<file path="src/hw/rtl/npd_pkg.sv">
// npd_pkg: packet layout constants, integrity and suffix codes, and the
// hamming 8/4 prefix decoder used by the decoder.
// No dependencies.
package npd_pkg;

    localparam int PREFIX_BYTES = 5;
    localparam int BLOCK_BYTES  = 28;
    localparam int PACKET_BYTES = PREFIX_BYTES + BLOCK_BYTES;
    localparam int IDX_W        = $clog2(BLOCK_BYTES);
    localparam int CNT_W        = $clog2(PACKET_BYTES);

    localparam logic [7:0] SYN_MASK = 8'hFF;

    typedef enum logic [1:0] {
        INTEG_UNCHECKED     = 2'd0,
        INTEG_CLEAN         = 2'd1,
        INTEG_CORRECTED     = 2'd2,
        INTEG_UNCORRECTABLE = 2'd3
    } t_integrity;

    typedef enum logic [1:0] {
        SUFFIX_NONE     = 2'd0,
        SUFFIX_LONG     = 2'd1,
        SUFFIX_LONG_RES = 2'd2,
        SUFFIX_BUNDLE   = 2'd3
    } t_suffix;

    typedef struct packed {
        logic       ok;
        logic [3:0] nib;
    } t_ham;

    function automatic logic odd_parity(input logic [7:0] b);
        return ^b;
    endfunction

    // data bits at 1,3,5,7; single errors corrected, double errors flagged
    function automatic t_ham ham84(input logic [7:0] b);
        logic [2:0] pat;
        logic [3:0] d;
        t_ham       r;
        d      = {b[7], b[5], b[3], b[1]};
        pat[2] = ~(b[0] ^ b[1] ^ b[5] ^ b[7]);
        pat[1] = ~(b[2] ^ b[1] ^ b[3] ^ b[7]);
        pat[0] = ~(b[4] ^ b[1] ^ b[3] ^ b[5]);
        r.ok   = 1'b1;
        if (pat != 3'd0) begin
            if (odd_parity(b)) begin
                r.ok = 1'b0;
            end else begin
                case (pat)
                    3'd7:    d[0] = ~d[0];
                    3'd3:    d[1] = ~d[1];
                    3'd5:    d[2] = ~d[2];
                    3'd6:    d[3] = ~d[3];
                    default: d = d;
                endcase
            end
        end
        r.nib = d;
        return r;
    endfunction

    function automatic logic [IDX_W-1:0] block_len(input logic [1:0] kind);
        logic [IDX_W-1:0] n;
        case (kind)
            SUFFIX_NONE:     n = IDX_W'(BLOCK_BYTES);
            SUFFIX_LONG:     n = IDX_W'(BLOCK_BYTES - 1);
            SUFFIX_LONG_RES: n = IDX_W'(BLOCK_BYTES - 2);
            default:         n = '0;
        endcase
        return n;
    endfunction

endpackage

</file>
<file path="src/hw/rtl/nabts_packet_decoder.sv">
// nabts_packet_decoder: prefix decode, block buffering and longitudinal
// parity check and repair of nabts packets. Depends on npd_pkg.
//
// Bytes are taken one per cycle while a packet is received. The 28-byte
// block goes into a single-port buffer memory, with the running xor and the
// odd-parity failures tracked as it arrives. The 33rd byte starts the result
// run: input is stalled while the run is read back from the buffer, one
// result per cycle when the output is not stalled, through the buffer read
// register and then the output register. A full packet is 33 input bytes,
// then 26 to 28 results (one for a bad prefix or a bundle packet). Bytes
// outside a packet are taken and dropped; a start flag drops any unfinished
// packet.
module nabts_packet_decoder
    import npd_pkg::*;
(
    input  logic        i_clk,
    input  logic        i_rst_n,
    input  logic        i_in_valid,
    output logic        o_in_stall,
    input  logic [7:0]  i_raw_byte,
    input  logic        i_packet_start,
    output logic        o_out_valid,
    input  logic        i_out_stall,
    output logic        o_packet_valid,
    output logic [11:0] o_channel,
    output logic [3:0]  o_continuity,
    output logic        o_synchronizing,
    output logic        o_partial_block,
    output logic [1:0]  o_suffix_kind,
    output logic [4:0]  o_block_length,
    output logic [1:0]  o_integrity,
    output logic        o_has_data,
    output logic [4:0]  o_byte_index,
    output logic [7:0]  o_block_byte,
    output logic        o_last
);

    typedef enum logic {ST_RECV, ST_EMIT} t_state;

    t_state           r_state, n_state;
    logic [CNT_W-1:0] r_byte_count, n_byte_count;
    logic             r_in_packet, n_in_packet;
    logic [11:0]      r_channel, n_channel;
    logic [3:0]       r_continuity, n_continuity;
    logic [3:0]       r_structure, n_structure;
    logic             r_prefix_error, n_prefix_error;
    logic [7:0]       r_running_xor, n_running_xor;
    logic [1:0]       r_fail_count, n_fail_count;
    logic [IDX_W-1:0] r_fail_pos, n_fail_pos;

    logic [7:0]       r_block_mem [BLOCK_BYTES];

    // read stage
    logic             r_rd_vld;
    logic [7:0]       r_rd_data;
    logic [IDX_W-1:0] r_rd_idx;
    logic             r_rd_has;
    logic             r_rd_fix;
    logic             r_rd_last;
    logic [IDX_W-1:0] r_emit_idx;

    // output register
    logic             r_out_valid;
    logic             r_packet_valid;
    logic [11:0]      r_channel_o;
    logic [3:0]       r_continuity_o;
    logic             r_sync_o;
    logic             r_partial_o;
    logic [1:0]       r_kind_o;
    logic [4:0]       r_len_o;
    logic [1:0]       r_integ_o;
    logic             r_has_o;
    logic [4:0]       r_index_o;
    logic [7:0]       r_byte_o;
    logic             r_last_o;

    logic             in_take, out_take, rd_adv, issue;
    logic             pkt_open;
    logic [CNT_W-1:0] idx;
    logic [IDX_W-1:0] wr_idx;
    logic             wr_en;
    t_ham             hd;
    logic [1:0]       kind;
    logic [IDX_W-1:0] len;
    logic [7:0]       syn;
    t_integrity       integ;
    logic [IDX_W-1:0] emit_n;
    logic             emit_last;

    assign o_in_stall = (r_state == ST_EMIT) || r_rd_vld;
    assign in_take    = i_in_valid && !o_in_stall;
    assign out_take   = !r_out_valid || !i_out_stall;
    assign rd_adv     = r_rd_vld && out_take;
    assign issue      = (r_state == ST_EMIT) && (!r_rd_vld || out_take);

    assign pkt_open = i_packet_start || r_in_packet;
    assign idx      = i_packet_start ? '0 : r_byte_count;
    assign wr_idx   = IDX_W'(idx - CNT_W'(PREFIX_BYTES));
    assign wr_en    = in_take && pkt_open && (idx >= CNT_W'(PREFIX_BYTES));
    assign hd       = ham84(i_raw_byte);

    always_comb begin
        n_state        = r_state;
        n_byte_count   = r_byte_count;
        n_in_packet    = r_in_packet;
        n_channel      = r_channel;
        n_continuity   = r_continuity;
        n_structure    = r_structure;
        n_prefix_error = r_prefix_error;
        n_running_xor  = r_running_xor;
        n_fail_count   = r_fail_count;
        n_fail_pos     = r_fail_pos;
        if (in_take && i_packet_start) begin
            n_channel      = '0;
            n_continuity   = '0;
            n_structure    = '0;
            n_prefix_error = 1'b0;
            n_running_xor  = '0;
            n_fail_count   = '0;
            n_fail_pos     = '0;
        end
        if (in_take && pkt_open) begin
            if (idx < CNT_W'(PREFIX_BYTES)) begin
                if (!hd.ok) begin
                    n_prefix_error = 1'b1;
                end else begin
                    case (idx)
                        CNT_W'(0): n_channel = {hd.nib, 8'h00};
                        CNT_W'(1): n_channel = n_channel | {4'h0, hd.nib, 4'h0};
                        CNT_W'(2): n_channel = n_channel | {8'h00, hd.nib};
                        CNT_W'(3): n_continuity = hd.nib;
                        default:   n_structure = hd.nib;
                    endcase
                end
            end else begin
                n_running_xor = n_running_xor ^ i_raw_byte;
                if (!odd_parity(i_raw_byte)) begin
                    if (n_fail_count < 2'd2) begin
                        n_fail_count = n_fail_count + 2'd1;
                    end
                    n_fail_pos = wr_idx;
                end
            end
            if (idx == CNT_W'(PACKET_BYTES - 1)) begin
                n_byte_count = '0;
                n_in_packet  = 1'b0;
                n_state      = ST_EMIT;
            end else begin
                n_byte_count = idx + CNT_W'(1);
                n_in_packet  = 1'b1;
            end
        end
        // last read of the run issued, back to receiving
        if (issue && emit_last) begin
            n_state = ST_RECV;
        end
    end

    // per-packet results, stable while the run is out
    assign kind   = r_structure[3:2];
    assign len    = block_len(kind);
    assign syn    = r_running_xor ^ SYN_MASK;
    always_comb begin
        integ = INTEG_UNCHECKED;
        if (kind == SUFFIX_LONG || kind == SUFFIX_LONG_RES) begin
            if (syn == 8'h00) begin
                integ = INTEG_CLEAN;
            end else if ((syn & (syn - 8'd1)) != 8'h00 || r_fail_count != 2'd1) begin
                integ = INTEG_UNCORRECTABLE;
            end else begin
                integ = INTEG_CORRECTED;
            end
        end
    end
    assign emit_n    = (r_prefix_error || len == '0) ? IDX_W'(1) : len;
    assign emit_last = (r_emit_idx == emit_n - IDX_W'(1));

    always_ff @(posedge i_clk) begin
        if (wr_en) begin
            r_block_mem[wr_idx] <= i_raw_byte;
        end
        if (issue) begin
            r_rd_data <= r_block_mem[r_emit_idx];
        end
    end

    always_ff @(posedge i_clk) begin
        if (!i_rst_n) begin
            r_state        <= ST_RECV;
            r_byte_count   <= '0;
            r_in_packet    <= 1'b0;
            r_channel      <= '0;
            r_continuity   <= '0;
            r_structure    <= '0;
            r_prefix_error <= 1'b0;
            r_running_xor  <= '0;
            r_fail_count   <= '0;
            r_fail_pos     <= '0;
            r_emit_idx     <= '0;
            r_rd_vld       <= 1'b0;
            r_out_valid    <= 1'b0;
        end else begin
            r_state        <= n_state;
            r_byte_count   <= n_byte_count;
            r_in_packet    <= n_in_packet;
            r_channel      <= n_channel;
            r_continuity   <= n_continuity;
            r_structure    <= n_structure;
            r_prefix_error <= n_prefix_error;
            r_running_xor  <= n_running_xor;
            r_fail_count   <= n_fail_count;
            r_fail_pos     <= n_fail_pos;

            if (issue) begin
                r_rd_vld  <= 1'b1;
                r_rd_idx  <= r_emit_idx;
                r_rd_has  <= !r_prefix_error && (len != '0);
                r_rd_fix  <= (integ == INTEG_CORRECTED) && (r_emit_idx == r_fail_pos);
                r_rd_last <= emit_last;
                if (emit_last) begin
                    r_emit_idx <= '0;
                end else begin
                    r_emit_idx <= r_emit_idx + IDX_W'(1);
                end
            end else if (rd_adv) begin
                r_rd_vld <= 1'b0;
            end

            if (rd_adv) begin
                r_out_valid    <= 1'b1;
                r_packet_valid <= !r_prefix_error;
                r_last_o       <= r_rd_last;
                r_has_o        <= r_rd_has;
                r_index_o      <= r_rd_has ? 5'(r_rd_idx) : '0;
                r_byte_o       <= !r_rd_has ? 8'h00 :
                                  (r_rd_fix ? (r_rd_data ^ syn) : r_rd_data);
                if (r_prefix_error) begin
                    r_channel_o    <= '0;
                    r_continuity_o <= '0;
                    r_sync_o       <= 1'b0;
                    r_partial_o    <= 1'b0;
                    r_kind_o       <= '0;
                    r_len_o        <= '0;
                    r_integ_o      <= INTEG_UNCHECKED;
                end else begin
                    r_channel_o    <= r_channel;
                    r_continuity_o <= r_continuity;
                    r_sync_o       <= r_structure[0];
                    r_partial_o    <= r_structure[1];
                    r_kind_o       <= kind;
                    r_len_o        <= 5'(len);
                    r_integ_o      <= integ;
                end
            end else if (!i_out_stall) begin
                r_out_valid <= 1'b0;
            end
        end
    end

    assign o_out_valid     = r_out_valid;
    assign o_packet_valid  = r_packet_valid;
    assign o_channel       = r_channel_o;
    assign o_continuity    = r_continuity_o;
    assign o_synchronizing = r_sync_o;
    assign o_partial_block = r_partial_o;
    assign o_suffix_kind   = r_kind_o;
    assign o_block_length  = r_len_o;
    assign o_integrity     = r_integ_o;
    assign o_has_data      = r_has_o;
    assign o_byte_index    = r_index_o;
    assign o_block_byte    = r_byte_o;
    assign o_last          = r_last_o;

endmodule

</file>
<file path="config.mk">
export PLATFORM = sky130hd
export DESIGN_NAME = nabts_packet_decoder
export DESIGN_NICKNAME = d
export VERILOG_FILES = /design/src/hw/rtl/npd_pkg.sv /design/src/hw/rtl/nabts_packet_decoder.sv
export SDC_FILE = /design/constraint.sdc
export NUM_CORES = 1
export LEC_CHECK = 0
export BUFFER_PORTS_ARGS = -buffer_cell sky130_fd_sc_hd__buf_2
export CAP_MARGIN = 20
export CORE_AREA = 5 5 158 160
export DETAILED_ROUTE_END_ITERATION = 8
export DIE_AREA = 0 0 163 165
export GPL_TIMING_DRIVEN = 0
export HOLD_SLACK_MARGIN = 0.1
export MAX_ROUTING_LAYER = met4
export PLACE_DENSITY = 0.77
export SETUP_SLACK_MARGIN = 0.2
export SLEW_MARGIN = 20
export SYNTH_ARGS = -nofsm -noshare
export SYNTH_HDL_FRONTEND = slang
export SYNTH_SLANG_ARGS = --single-unit
</file>
<file path="constraint.sdc">
create_clock -name i_clk -period 8.5 [get_ports i_clk]
set_clock_uncertainty 0.15 [all_clocks]
set_input_delay 0.425 -clock i_clk [delete_from_list [all_inputs] [get_ports i_clk]]
set_output_delay 0.425 -clock i_clk [all_outputs]
set_load 0.005 [all_outputs]
</file>
==> results by group, run 1 <==
Status
  – Result of the run: complete, no violations

Drt
  – DRC violation count after routing: 0
  – WL per Instance: 22.16 um
  – Drt first pass iters: 5
  – Final wirelength: 29.10 mm
  – Drt first-iter violations: 885
  – Antenna Violating Nets Remaining: 0
  – Overall via count from detail_route: 7,897
  – Detailed-route vias per instance: 6.014

Clocking
  – CTS Root Buffer Type: sky130_fd_sc_hd__clkbuf_16
  – Clock tree from TritonCTS: yes
  – Clock-pin slew on the worst setup and hold paths: 60 ps
  – Clock net sink count: 333
  – Number of clock buffers inserted by TritonCTS: 34
  – Number of H-tree levels: 2
  – Number of buffers on the longest clock path: 3
  – Postcts setup bufs: 0
  – Worst-Skew Late Latency: 510 ps

Power
  – Share of total power consumed by net switching: 20.91%
  – Sequential Power Share: 53.2%
  – Leakage power figure: 5.114 nW
  – Sw Pwr: 0.0006966 W
  – Power density over cell area: 212.8 mW/mm^2
  – Internal power contribution: 0.002635 W
  – Clock power share: 42.9%
  – Comb pwr share: 3.9%
  – Maximum vdd ir drop: 0.1954 mV

GRT
  – Met1 GRT Util: 31.32%
  – Total GRT Usage: 22.60%
  – Vias in the first global route: 7,689
  – Wire length of the first global-routing pass: 44.37 mm
  – Met3 usage in global routing: 3.344%
  – Global-route congestion overflow total: 0
  – Antenna violations before repair: 0
  – Global route hottest layer: met2
  – Pin count of the biggest net entering global routing: 34
  – GRT met2 Usage: 35.70%

Synthesis
  – Largest cells by area after synthesis: sky130_fd_sc_hd__edfxtp_1, sky130_fd_sc_hd__mux4_2, sky130_fd_sc_hd__dfxtp_1
  – Syn_area_per_cell: 15.82 sq um
  – Most frequent cell after synthesis: sky130_fd_sc_hd__edfxtp_1
  – Yosys synthesis warning count: 0
  – Async set-or-reset flop fraction in the synthesized netlist: 0%
  – #FFs+latches synth: 333
  – Count of flip-flops with a built-in enable after synthesis: 282
  – Number of nets in the synthesized netlist: 901
  – Distinct cell type count after synthesis: 71
  – Netlist area before placement: 0.01386 sq mm
  – Prevailing post-synth register cell: sky130_fd_sc_hd__edfxtp_1
  – Sequential area share after synthesis: 68.47%
  – Number of cells produced by synthesis: 876
  – Synth area leader: sky130_fd_sc_hd__edfxtp_1
  – Leading cell types by count after synthesis: sky130_fd_sc_hd__edfxtp_1, sky130_fd_sc_hd__nor2_1, sky130_fd_sc_hd__mux4_2
  – Proportion of netlist area held by the largest area contributor: 61.11%

Timing
  – Final cycle utilization of the critical path: 42.58%
  – Final number of max-transition violations: 0
  – Peak Freq: 0.2763 GHz
  – Least-Margin Pin Slew: 929.8 ps
  – Slew margin rel.: 38.01%
  – Final setup violation count: 0
  – Final number of hold-violating endpoints: 0
  – RSZ-0062 raised after global routing: no
  – Final min period: 3620 ps
  – Setup TNS Final: 0 ps

Die
  – Die area: 0.02690 sq mm
  – I/O pin cnt: 58
  – Die span in x: 163 um
  – Height of the die: 165 um
  – Core area: 0.02326 sq mm
  – Effective utilization at floorplan: 59.57%
  – Count of standard-cell rows: 56

Cells and area
  – N_diodes: 0
  – Cell Count, Final, Fillers Out: 1,313
  – Total of fill cells in the finished design: 1,615
  – Ratio of cells with drive above 1 in the final layout: 20.82%
  – Area growth syn-to-layout: 13.00%
  – Net count of the finished layout: 996

Min path
  – Path category of the worst min-delay check: in2reg

Worst setup path
  – Type of the worst setup path: reg2reg
  – Worst setup EP type: flip-flop
  – Critical Path Source Type: flip-flop
  – Data arrival at the endpoint of the critical path: 3600 ps
  – Worst endpoint required time: 8480 ps
  – CP Max Fanout: 8

Flow run
  – Number of violations of the max-capacitance limit: 0

Placed design
  – Total placed cells including tap cells: 1,253
  – Half-perimeter wire length after detailed placement: 18.90 mm
  – Number of buffers added on ports: 57
  – Final GP Congestion: 0.8921
state kept, by name, summed over array words and instances, names as in the netlist, 4 cells and up:
| name | flops |
|---|---|
| r_block_mem | 224 |
| o_channel | 12 |
| r_channel | 12 |
| o_block_byte | 8 |
| r_rd_data | 8 |
| r_running_xor | 8 |
| r_byte_count | 6 |
| o_byte_index | 5 |
| r_emit_idx | 5 |
| r_fail_pos | 5 |
| r_rd_idx | 5 |
| o_block_length | 4 |
| o_continuity | 4 |
| r_continuity | 4 |
| r_structure | 4 |
routing by layer:
| layer | share of wire [%] | vias up |
|---|---|---|
| li1 | - | 3561 |
| met1 | 42 | 3957 |
| met2 | 48 | 322 |
| met3 | 7.5 | 57 |
| met4 | 2.6 | 0 |
| met5 | 0 | - |
worst max-delay path: stages, from the launching register on:
cell	delay [ps]
sky130_fd_sc_hd__dfxtp_1	420
sky130_fd_sc_hd__nor2b_1	330
sky130_fd_sc_hd__inv_1	150
sky130_fd_sc_hd__ha_1	270
sky130_fd_sc_hd__nor2b_1	190
sky130_fd_sc_hd__o41a_1	260
sky130_fd_sc_hd__a31oi_1	70
sky130_fd_sc_hd__nor2_1	240
sky130_fd_sc_hd__nand2_1	340
sky130_fd_sc_hd__nor2_1	810
cell families (layout without fill, tap and decap cells):
family	Yosys count	in the layout	synth area share, %
AND/OR/NAND/NOR	244	244	8.721
buffers and inverters	58	176	1.833
flip-flops	333	333	68.47
AO/OA/AOI/OAI	105	105	5.164
XOR/XNOR	43	43	3.025
multiplexers	80	80	11.63
adder cells (fa/ha/maj)	13	13	1.156
final cells by class:
cell class	instances	area, sq um	share of cell area [%]
well taps	319	399.1	2.549
inverters	16	60.06	0.3835
clock buffers	36	858.3	5.481
plain buffers	42	193.9	1.238
multi-input cells	485	4126	26.35
repair buffers	59	322.8	2.061
clock inverters	23	210.2	1.342
flip-flops and latches	333	9489	60.59
worst paths after layout:
check,start,slack [ps],depth (start not counted),end
setup / recovery,r_byte_count[0],4880,9,r_block_mem[3][7]
hold / removal,i_rst_n,180,3,r_emit_idx[3]
setup reg to reg,r_byte_count[0],4880,9,r_block_mem[3][7]
hold reg to reg,r_rd_last,270,0,o_last
power groups by stage:
| stage | Sequential (W) | Combinational, W | Clock, W |
|---|---|---|---|
| floorplan | 0.00181 | 0.0000808 | 0 |
| global placement | 0.00181 | 0.000124 | 0 |
| detailed placement | 0.00181 | 0.000127 | 0 |
| CTS | 0.00177 | 0.000128 | 0.00145 |
| global route | 0.00177 | 0.000140 | 0.00152 |
| finish | 0.00177 | 0.000130 | 0.00143 |
what timing repair did:
item / CTS / global route
gates resized for setup: 0 / 0
hold endpoints to repair: 1 / 0
hold buffers: 1 / 0
cells in the final DEF (no fill, tap or decap), drive strengths merged, types with 9 or more instances in the layout:
master | Yosys | routed
dfxtp | 51 | 51
nor2 | 68 | 68
o21ai | 20 | 20
mux4 | 64 | 64
nor3 | 9 | 9
o2bb2ai | 9 | 9
ha | 12 | 12
inv | 15 | 18
a21oi | 33 | 33
nand3 | 32 | 32
edfxtp | 282 | 282
buf | 16 | 74
and2 | 16 | 16
xnor2 | 28 | 28
clkbuf | 26 | 62
nand2 | 57 | 57
xor2 | 14 | 14
nand2b | 9 | 9
nor2b | 23 | 23
clkinv | 1 | 18
stage by stage:
step | setup WS [ps] | hold slack (ps) | utilization, % | instance area, sq um | power, W
final | 4880 | 183.7 | 67.32 | 15660 | 0.003332
after global routing | 4662 | 200.9 | 67.32 | 15660 | 0.003429
after CTS | 4905 | 166.0 | 67.32 | 15660 | 0.003351
after detailed placement | 4582 | 258.1 | 62.68 | 14580 | 0.001934
after global placement | 4109 | 256.7 | 62.52 | 14540 | 0.001931
after floorplan | 5059 | 250.3 | - | 13860 | 0.001887
No activity file was read; power rests on OpenSTA's default activity.
==> inputs of run 2 (changes only) <==
--- a/config.mk
+++ b/config.mk
@@ -7,13 +7,13 @@
 export LEC_CHECK = 0
 export BUFFER_PORTS_ARGS = -buffer_cell sky130_fd_sc_hd__buf_2
 export CAP_MARGIN = 20
-export CORE_AREA = 5 5 158 160
+export CORE_AREA = 5 5 165 167
 export DETAILED_ROUTE_END_ITERATION = 8
-export DIE_AREA = 0 0 163 165
+export DIE_AREA = 0 0 170 172
 export GPL_TIMING_DRIVEN = 0
 export HOLD_SLACK_MARGIN = 0.1
 export MAX_ROUTING_LAYER = met4
-export PLACE_DENSITY = 0.77
+export PLACE_DENSITY = 0.75
 export SETUP_SLACK_MARGIN = 0.2
 export SLEW_MARGIN = 20
 export SYNTH_ARGS = -nofsm -noshare
==> constraint.sdc (replaced) <==
create_clock -name i_clk -period 3.3 [get_ports i_clk]
set_clock_uncertainty 0.15 [all_clocks]
set_input_delay 0.165 -clock i_clk [delete_from_list [all_inputs] [get_ports i_clk]]
set_output_delay 0.165 -clock i_clk [all_outputs]
set_load 0.005 [all_outputs]
==> results by group, run 2 (synthesis gave the netlist of run 1 again) <==
Worst setup path
  – Type of the worst setup path: reg2reg
  – Cell Chain, Critical Path: clkbuf_1, clkbuf_1, mux4_2, mux4_2, mux2_2
  – CP Max Fanout: 10
  – Data arrival at the endpoint of the critical path: 3210 ps
  – Critical Path Source Type: flip-flop
  – Worst endpoint required time: 3470 ps
  – Slowest library cell on the worst path: sky130_fd_sc_hd__clkbuf_1
  – Worst setup EP type: flip-flop
  – Crit path largest cell delay: 630 ps

GRT
  – Wire length of the first global-routing pass: 46.29 mm
  – Antenna violations before repair: 1
  – Global-route congestion overflow total: 0
  – Pin count of the biggest net entering global routing: 34
  – Total GRT Usage: 21.48%
  – Vias in the first global route: 7,903

Cells and area
  – Area growth syn-to-layout: 18.66%
  – Cell Count, Final, Fillers Out: 1,356
  – Design Area, Final: 0.01644 sq mm
  – Most frequent standard cell in the layout excluding fill and tap cells: sky130_fd_sc_hd__edfxtp_1
  – Largest register by flop count: r_block_mem
  – Ratio of cells with drive above 1 in the final layout: 26.76%
  – Highest-count cells in the layout ignoring fill and taps: sky130_fd_sc_hd__edfxtp_1, sky130_fd_sc_hd__mux4_2, sky130_fd_sc_hd__buf_2
  – Net count of the finished layout: 1,022
  – Max FFs per register: 224

Die
  – Effective utilization at floorplan: 54.10%
  – Count of standard-cell rows: 59
  – I/O pin cnt: 58
  – Die span in x: 170 um
  – Core area: 0.02562 sq mm
  – Die area: 0.02924 sq mm
  – Height of the die: 172 um

Placed design
  – Total placed cells including tap cells: 1,269
  – Standard cell area after detailed placement: 0.01460 sq mm
  – Final GP Congestion: 0.8908
  – Half-perimeter wire length after detailed placement: 19.45 mm
  – Number of buffers added on ports: 57

Drt
  – Detailed-route vias per instance: 5.956
  – Wire length on met2: 14.98 mm
  – Drt first-iter violations: 894
  – Routed length on met1: 12.55 mm
  – Topmost layer with routed signal wires: met4
  – Total met3 wirelength after detailed routing: 2.405 mm
  – Antenna Violating Nets Remaining: 0
  – WL per Instance: 22.72 um
  – DRC violation count after routing: 0
  – Drt first pass iters: 5
  – Final wirelength: 30.81 mm
  – Overall via count from detail_route: 8,077

Clocking
  – Number of H-tree levels: 1
  – Clock net sink count: 333
  – Number of clock buffers inserted by TritonCTS: 31
  – CTS Root Buffer Type: sky130_fd_sc_hd__clkbuf_16
  – Clock tree from TritonCTS: yes
  – Clock-pin slew on the worst setup and hold paths: 60 ps
  – Number of buffers on the longest clock path: 3
  – Worst-Skew Late Latency: 580 ps

Timing
  – Final setup violation count: 0
  – Final min period: 3038 ps
  – Worst hold slack: 172.4 ps
  – Peak Freq: 0.3292 GHz
  – Final cycle utilization of the critical path: 92.05%
  – RSZ-0062 raised after global routing: yes
  – Setup TNS Final: 0 ps
  – Final number of hold-violating endpoints: 0
  – Slew margin rel.: 28.43%
  – Final number of max-transition violations: 0
  – Least-Margin Pin Slew: 1070 ps

Status
  – Result of the run: complete, no violations

Min path
  – Path category of the worst min-delay check: in2reg

Power
  – Power density over cell area: 525.3 mW/mm^2
  – Leakage power figure: 5.374 nW
  – Overall power of the completed layout: 0.008638 W
  – Maximum vdd ir drop: 0.4283 mV

Flow run
  – Number of violations of the max-capacitance limit: 0
[run 2: cell count changes in the layout (fill, tap and decap cells not counted), moves of 5 or more]
cell	previous run	this run
sky130_fd_sc_hd__nor2_1	67	38
sky130_fd_sc_hd__nor2_4	0	29
sky130_fd_sc_hd__buf_12	0	13
sky130_fd_sc_hd__dlygate4sd3_1	1	14
sky130_fd_sc_hd__buf_2	65	59
sky130_fd_sc_hd__clkbuf_4	0	6
sky130_fd_sc_hd__clkinv_1	11	6
[run 2: worst paths after layout]
kind / slack (ps) / depth (start not counted) / endpoint / from
hold reg to reg: 280 / 0 / o_last / r_rd_last
setup / recovery: 260 / 5 / r_rd_data[2] / r_emit_idx[1]
hold / removal: 170 / 5 / r_byte_count[5] / i_packet_start
setup reg to reg: 260 / 5 / r_rd_data[2] / r_emit_idx[1]
[run 2: per-stage QoR]
stage	setup WS (ps)	utilization [%]
CTS	-44.14	62.17
global route	102.8	64.20
detailed placement	-297.7	57.00
finish	262.4	64.20
global placement	-286.2	56.87
floorplan	640.3	-
[run 2: area by class of cell]
cell class | count | area, sq um
clock buffer | 39 | 845.8
inverter | 16 | 60.06
sequential | 333 | 9489
tap | 335 | 419.2
timing repair buffer | 88 | 748.2
multi-input combinational | 485 | 4436
clock inverter | 17 | 224.0
fill | 1741 | 9171
antenna | 1 | 2.502
buffer | 42 | 220.2
[run 2: power by group]
group | switching, W | total [W] | internal, W | leakage (nW)
clock | 0.00151 | 0.00371 | 0.00220 | 0.520
combinational | 0.000246 | 0.000359 | 0.000114 | 1.87
sequential | 0.00000979 | 0.00456 | 0.00455 | 2.98
[run 2: what timing repair did]
item / in CTS / in global routing
pin swaps: 0 / 18
setup buffers: 0 / 16
endpoints found under the hold margin: 267 / 0
endpoints found under the setup margin: 232 / 257
gates resized for setup: 41 / 60
hold buffers: 14 / 0
[run 2: critical path: cells and delay by family (launching register included)]
family | cells | cell delay, ps
multiplexers | 3 | 1290
buffers and inverters | 2 | 950
flip-flops | 1 | 390
[run 2: per-layer routing]
metal | global-route usage (%) | vias to the layer above
li1 | - | 3619
met1 | 28.62 | 4061
met2 | 34.08 | 335
met3 | 3.704 | 62
met4 | 7.431 | 0
met5 | - | -
==> inputs of run 3 (changes only) <==
--- a/config.mk
+++ b/config.mk
@@ -7,13 +7,12 @@
 export LEC_CHECK = 0
 export BUFFER_PORTS_ARGS = -buffer_cell sky130_fd_sc_hd__buf_2
 export CAP_MARGIN = 20
-export CORE_AREA = 5 5 165 167
+export CORE_AREA = 5 5 193 195
 export DETAILED_ROUTE_END_ITERATION = 8
-export DIE_AREA = 0 0 170 172
+export DIE_AREA = 0 0 198 200
 export GPL_TIMING_DRIVEN = 0
 export HOLD_SLACK_MARGIN = 0.1
 export MAX_ROUTING_LAYER = met4
-export PLACE_DENSITY = 0.75
 export SETUP_SLACK_MARGIN = 0.2
 export SLEW_MARGIN = 20
 export SYNTH_ARGS = -nofsm -noshare
==> results by group, run 3 (synthesis gave the netlist of run 1 again) <==
Clocking
  – Clock net sink count: 333
  – CTS Root Buffer Type: sky130_fd_sc_hd__clkbuf_16
  – Number of H-tree levels: 2
  – Worst-Skew Late Latency: 520 ps
  – Number of clock buffers inserted by TritonCTS: 35
  – Clock-pin slew on the worst setup and hold paths: 60 ps
  – Number of buffers on the longest clock path: 3
  – Clock tree from TritonCTS: yes

Cells and area
  – Largest register by flop count: r_block_mem
  – Highest-count cells in the layout ignoring fill and taps: sky130_fd_sc_hd__edfxtp_1, sky130_fd_sc_hd__buf_2, sky130_fd_sc_hd__mux4_2
  – Design Area, Final: 0.01672 sq mm
  – Most frequent standard cell in the layout excluding fill and tap cells: sky130_fd_sc_hd__edfxtp_1
  – Utilization of the core after routing: 47.46%
  – Area growth syn-to-layout: 20.63%
  – Net count of the finished layout: 1,030
  – Max FFs per register: 224
  – N_diodes: 0
  – Total of fill cells in the finished design: 2,992
  – Ratio of cells with drive above 1 in the final layout: 26.75%

Timing
  – Final cycle utilization of the critical path: 90.29%
  – PnR worst setup slack: 320.6 ps
  – Slew margin rel.: 26.15%
  – Final number of hold-violating endpoints: 0
  – RSZ-0062 raised after global routing: no
  – Least-Margin Pin Slew: 1104 ps
  – Peak Freq: 0.3356 GHz
  – Final min period: 2979 ps
  – Worst hold slack: 123.7 ps
  – Final number of max-transition violations: 0
  – Final setup violation count: 0
  – Setup TNS Final: 0 ps

Power
  – Internal power contribution: 0.007009 W
  – Sw Pwr: 0.001823 W
  – Power density over cell area: 528.3 mW/mm^2
  – Leakage power figure: 5.432 nW
  – Clock power share: 44.2%
  – Share of total power consumed by net switching: 20.64%
  – Comb pwr share: 4.1%
  – Maximum vdd ir drop: 0.3444 mV
  – Sequential Power Share: 51.7%

GRT
  – Vias in the first global route: 7,795
  – Total GRT Usage: 16.36%
  – Wire length of the first global-routing pass: 47.62 mm
  – Antenna violations before repair: 2
  – Pin count of the biggest net entering global routing: 34
  – Global-route congestion overflow total: 0

Placed design
  – Number of buffers added on ports: 57
  – Worst-case setup slack after placement: -482.5 ps
  – Standard cell area after detailed placement: 0.01476 sq mm
  – Half-perimeter wire length after detailed placement: 20.12 mm
  – Final GP Congestion: 0.8140

Worst setup path
  – Critical Path Source Type: flip-flop
  – CP Max Fanout: 10
  – Data arrival at the endpoint of the critical path: 3100 ps
  – Type of the worst setup path: reg2reg
  – Worst endpoint required time: 3420 ps
  – Worst setup EP type: flip-flop

Drt
  – Drt first pass iters: 5
  – Drt first-iter violations: 596
  – Final wirelength: 31.39 mm
  – DRC violation count after routing: 0
  – Antenna Violating Nets Remaining: 0
  – WL per Instance: 21.08 um
  – Overall via count from detail_route: 7,847
  – Detailed-route vias per instance: 5.270

Status
  – Result of the run: complete, no violations

Die
  – Core area: 0.03522 sq mm
  – Height of the die: 200 um
  – Die area: 0.03960 sq mm
  – Count of standard-cell rows: 69
  – Die span in x: 198 um
  – I/O pin cnt: 58
  – Effective utilization at floorplan: 39.34%

Min path
  – Path category of the worst min-delay check: in2reg

Flow run
  – Number of violations of the max-capacitance limit: 0
run 3: worst paths after layout:
kind,to,start,slack [ps],cells after the start
worst max-delay path,r_rd_data[5],r_emit_idx[1],320,7
worst min-delay path,r_block_mem[3][2],i_raw_byte[2],120,1
worst max register to register,r_rd_data[5],r_emit_idx[1],320,7
worst min register to register,o_last,r_rd_last,270,0
run 3: per-stage QoR:
step / instances / power (W)
5_1_grt: 1489 / 0.009124
6_report: 1489 / 0.008831
3_3_place_gp: 1394 / 0.004983
2_1_floorplan: 876 / 0.004860
3_5_place_dp: 1395 / 0.004989
4_1_cts: 1478 / 0.008908
run 3: area by class of cell:
type / instances / area (sq um) / area share, %
flip-flops and latches: 333 / 9489 / 56.76
multi-input cells: 485 / 4403 / 26.34
clock buffers: 41 / 898.4 / 5.374
repair buffers: 92 / 823.3 / 4.925
well taps: 461 / 576.8 / 3.450
clock inverters: 19 / 236.5 / 1.415
plain buffers: 42 / 230.2 / 1.377
inverters: 16 / 60.06 / 0.3593
run 3: power by group through the flow:
| stage | clock network [W] | logic (W) | registers (W) |
|---|---|---|---|
| floorplan | 0 | 0.000208 | 0.00465 |
| global placement | 0 | 0.000327 | 0.00466 |
| detailed placement | 0 | 0.000333 | 0.00466 |
| CTS | 0.00399 | 0.000354 | 0.00457 |
| global route | 0.00417 | 0.000393 | 0.00457 |
| finish | 0.00391 | 0.000358 | 0.00457 |
run 3: timing repair:
action | 4_1_cts | 5_1_grt
gates cloned | 0 | 0
setup buffers | 9 | 11
endpoints found under the setup margin | 232 | 255
pin swaps | 13 | 12
hold endpoints to repair | 235 | 0
hold buffers | 14 | 0
resized for setup | 77 | 22
run 3: worst max-delay path, stage by stage (launching register included):
cell                       delay (ps)
sky130_fd_sc_hd__dfxtp_1          380
sky130_fd_sc_hd__clkbuf_1         310
sky130_fd_sc_hd__clkbuf_4         340
sky130_fd_sc_hd__clkbuf_2         340
sky130_fd_sc_hd__mux4_2           370
sky130_fd_sc_hd__mux2i_1          320
sky130_fd_sc_hd__o21ai_0          180
sky130_fd_sc_hd__mux2_2           310
run 3: routing by layer:
metal / track usage (%) / vias to the layer above / part of all wire [%]
met1: 22.57 / 3961 / 45
met4: 3.622 / 0 / 1.5
li1: - / 3627 / -
met2: 26.01 / 224 / 48
met5: - / - / 0
met3: 2.568 / 35 / 5.3
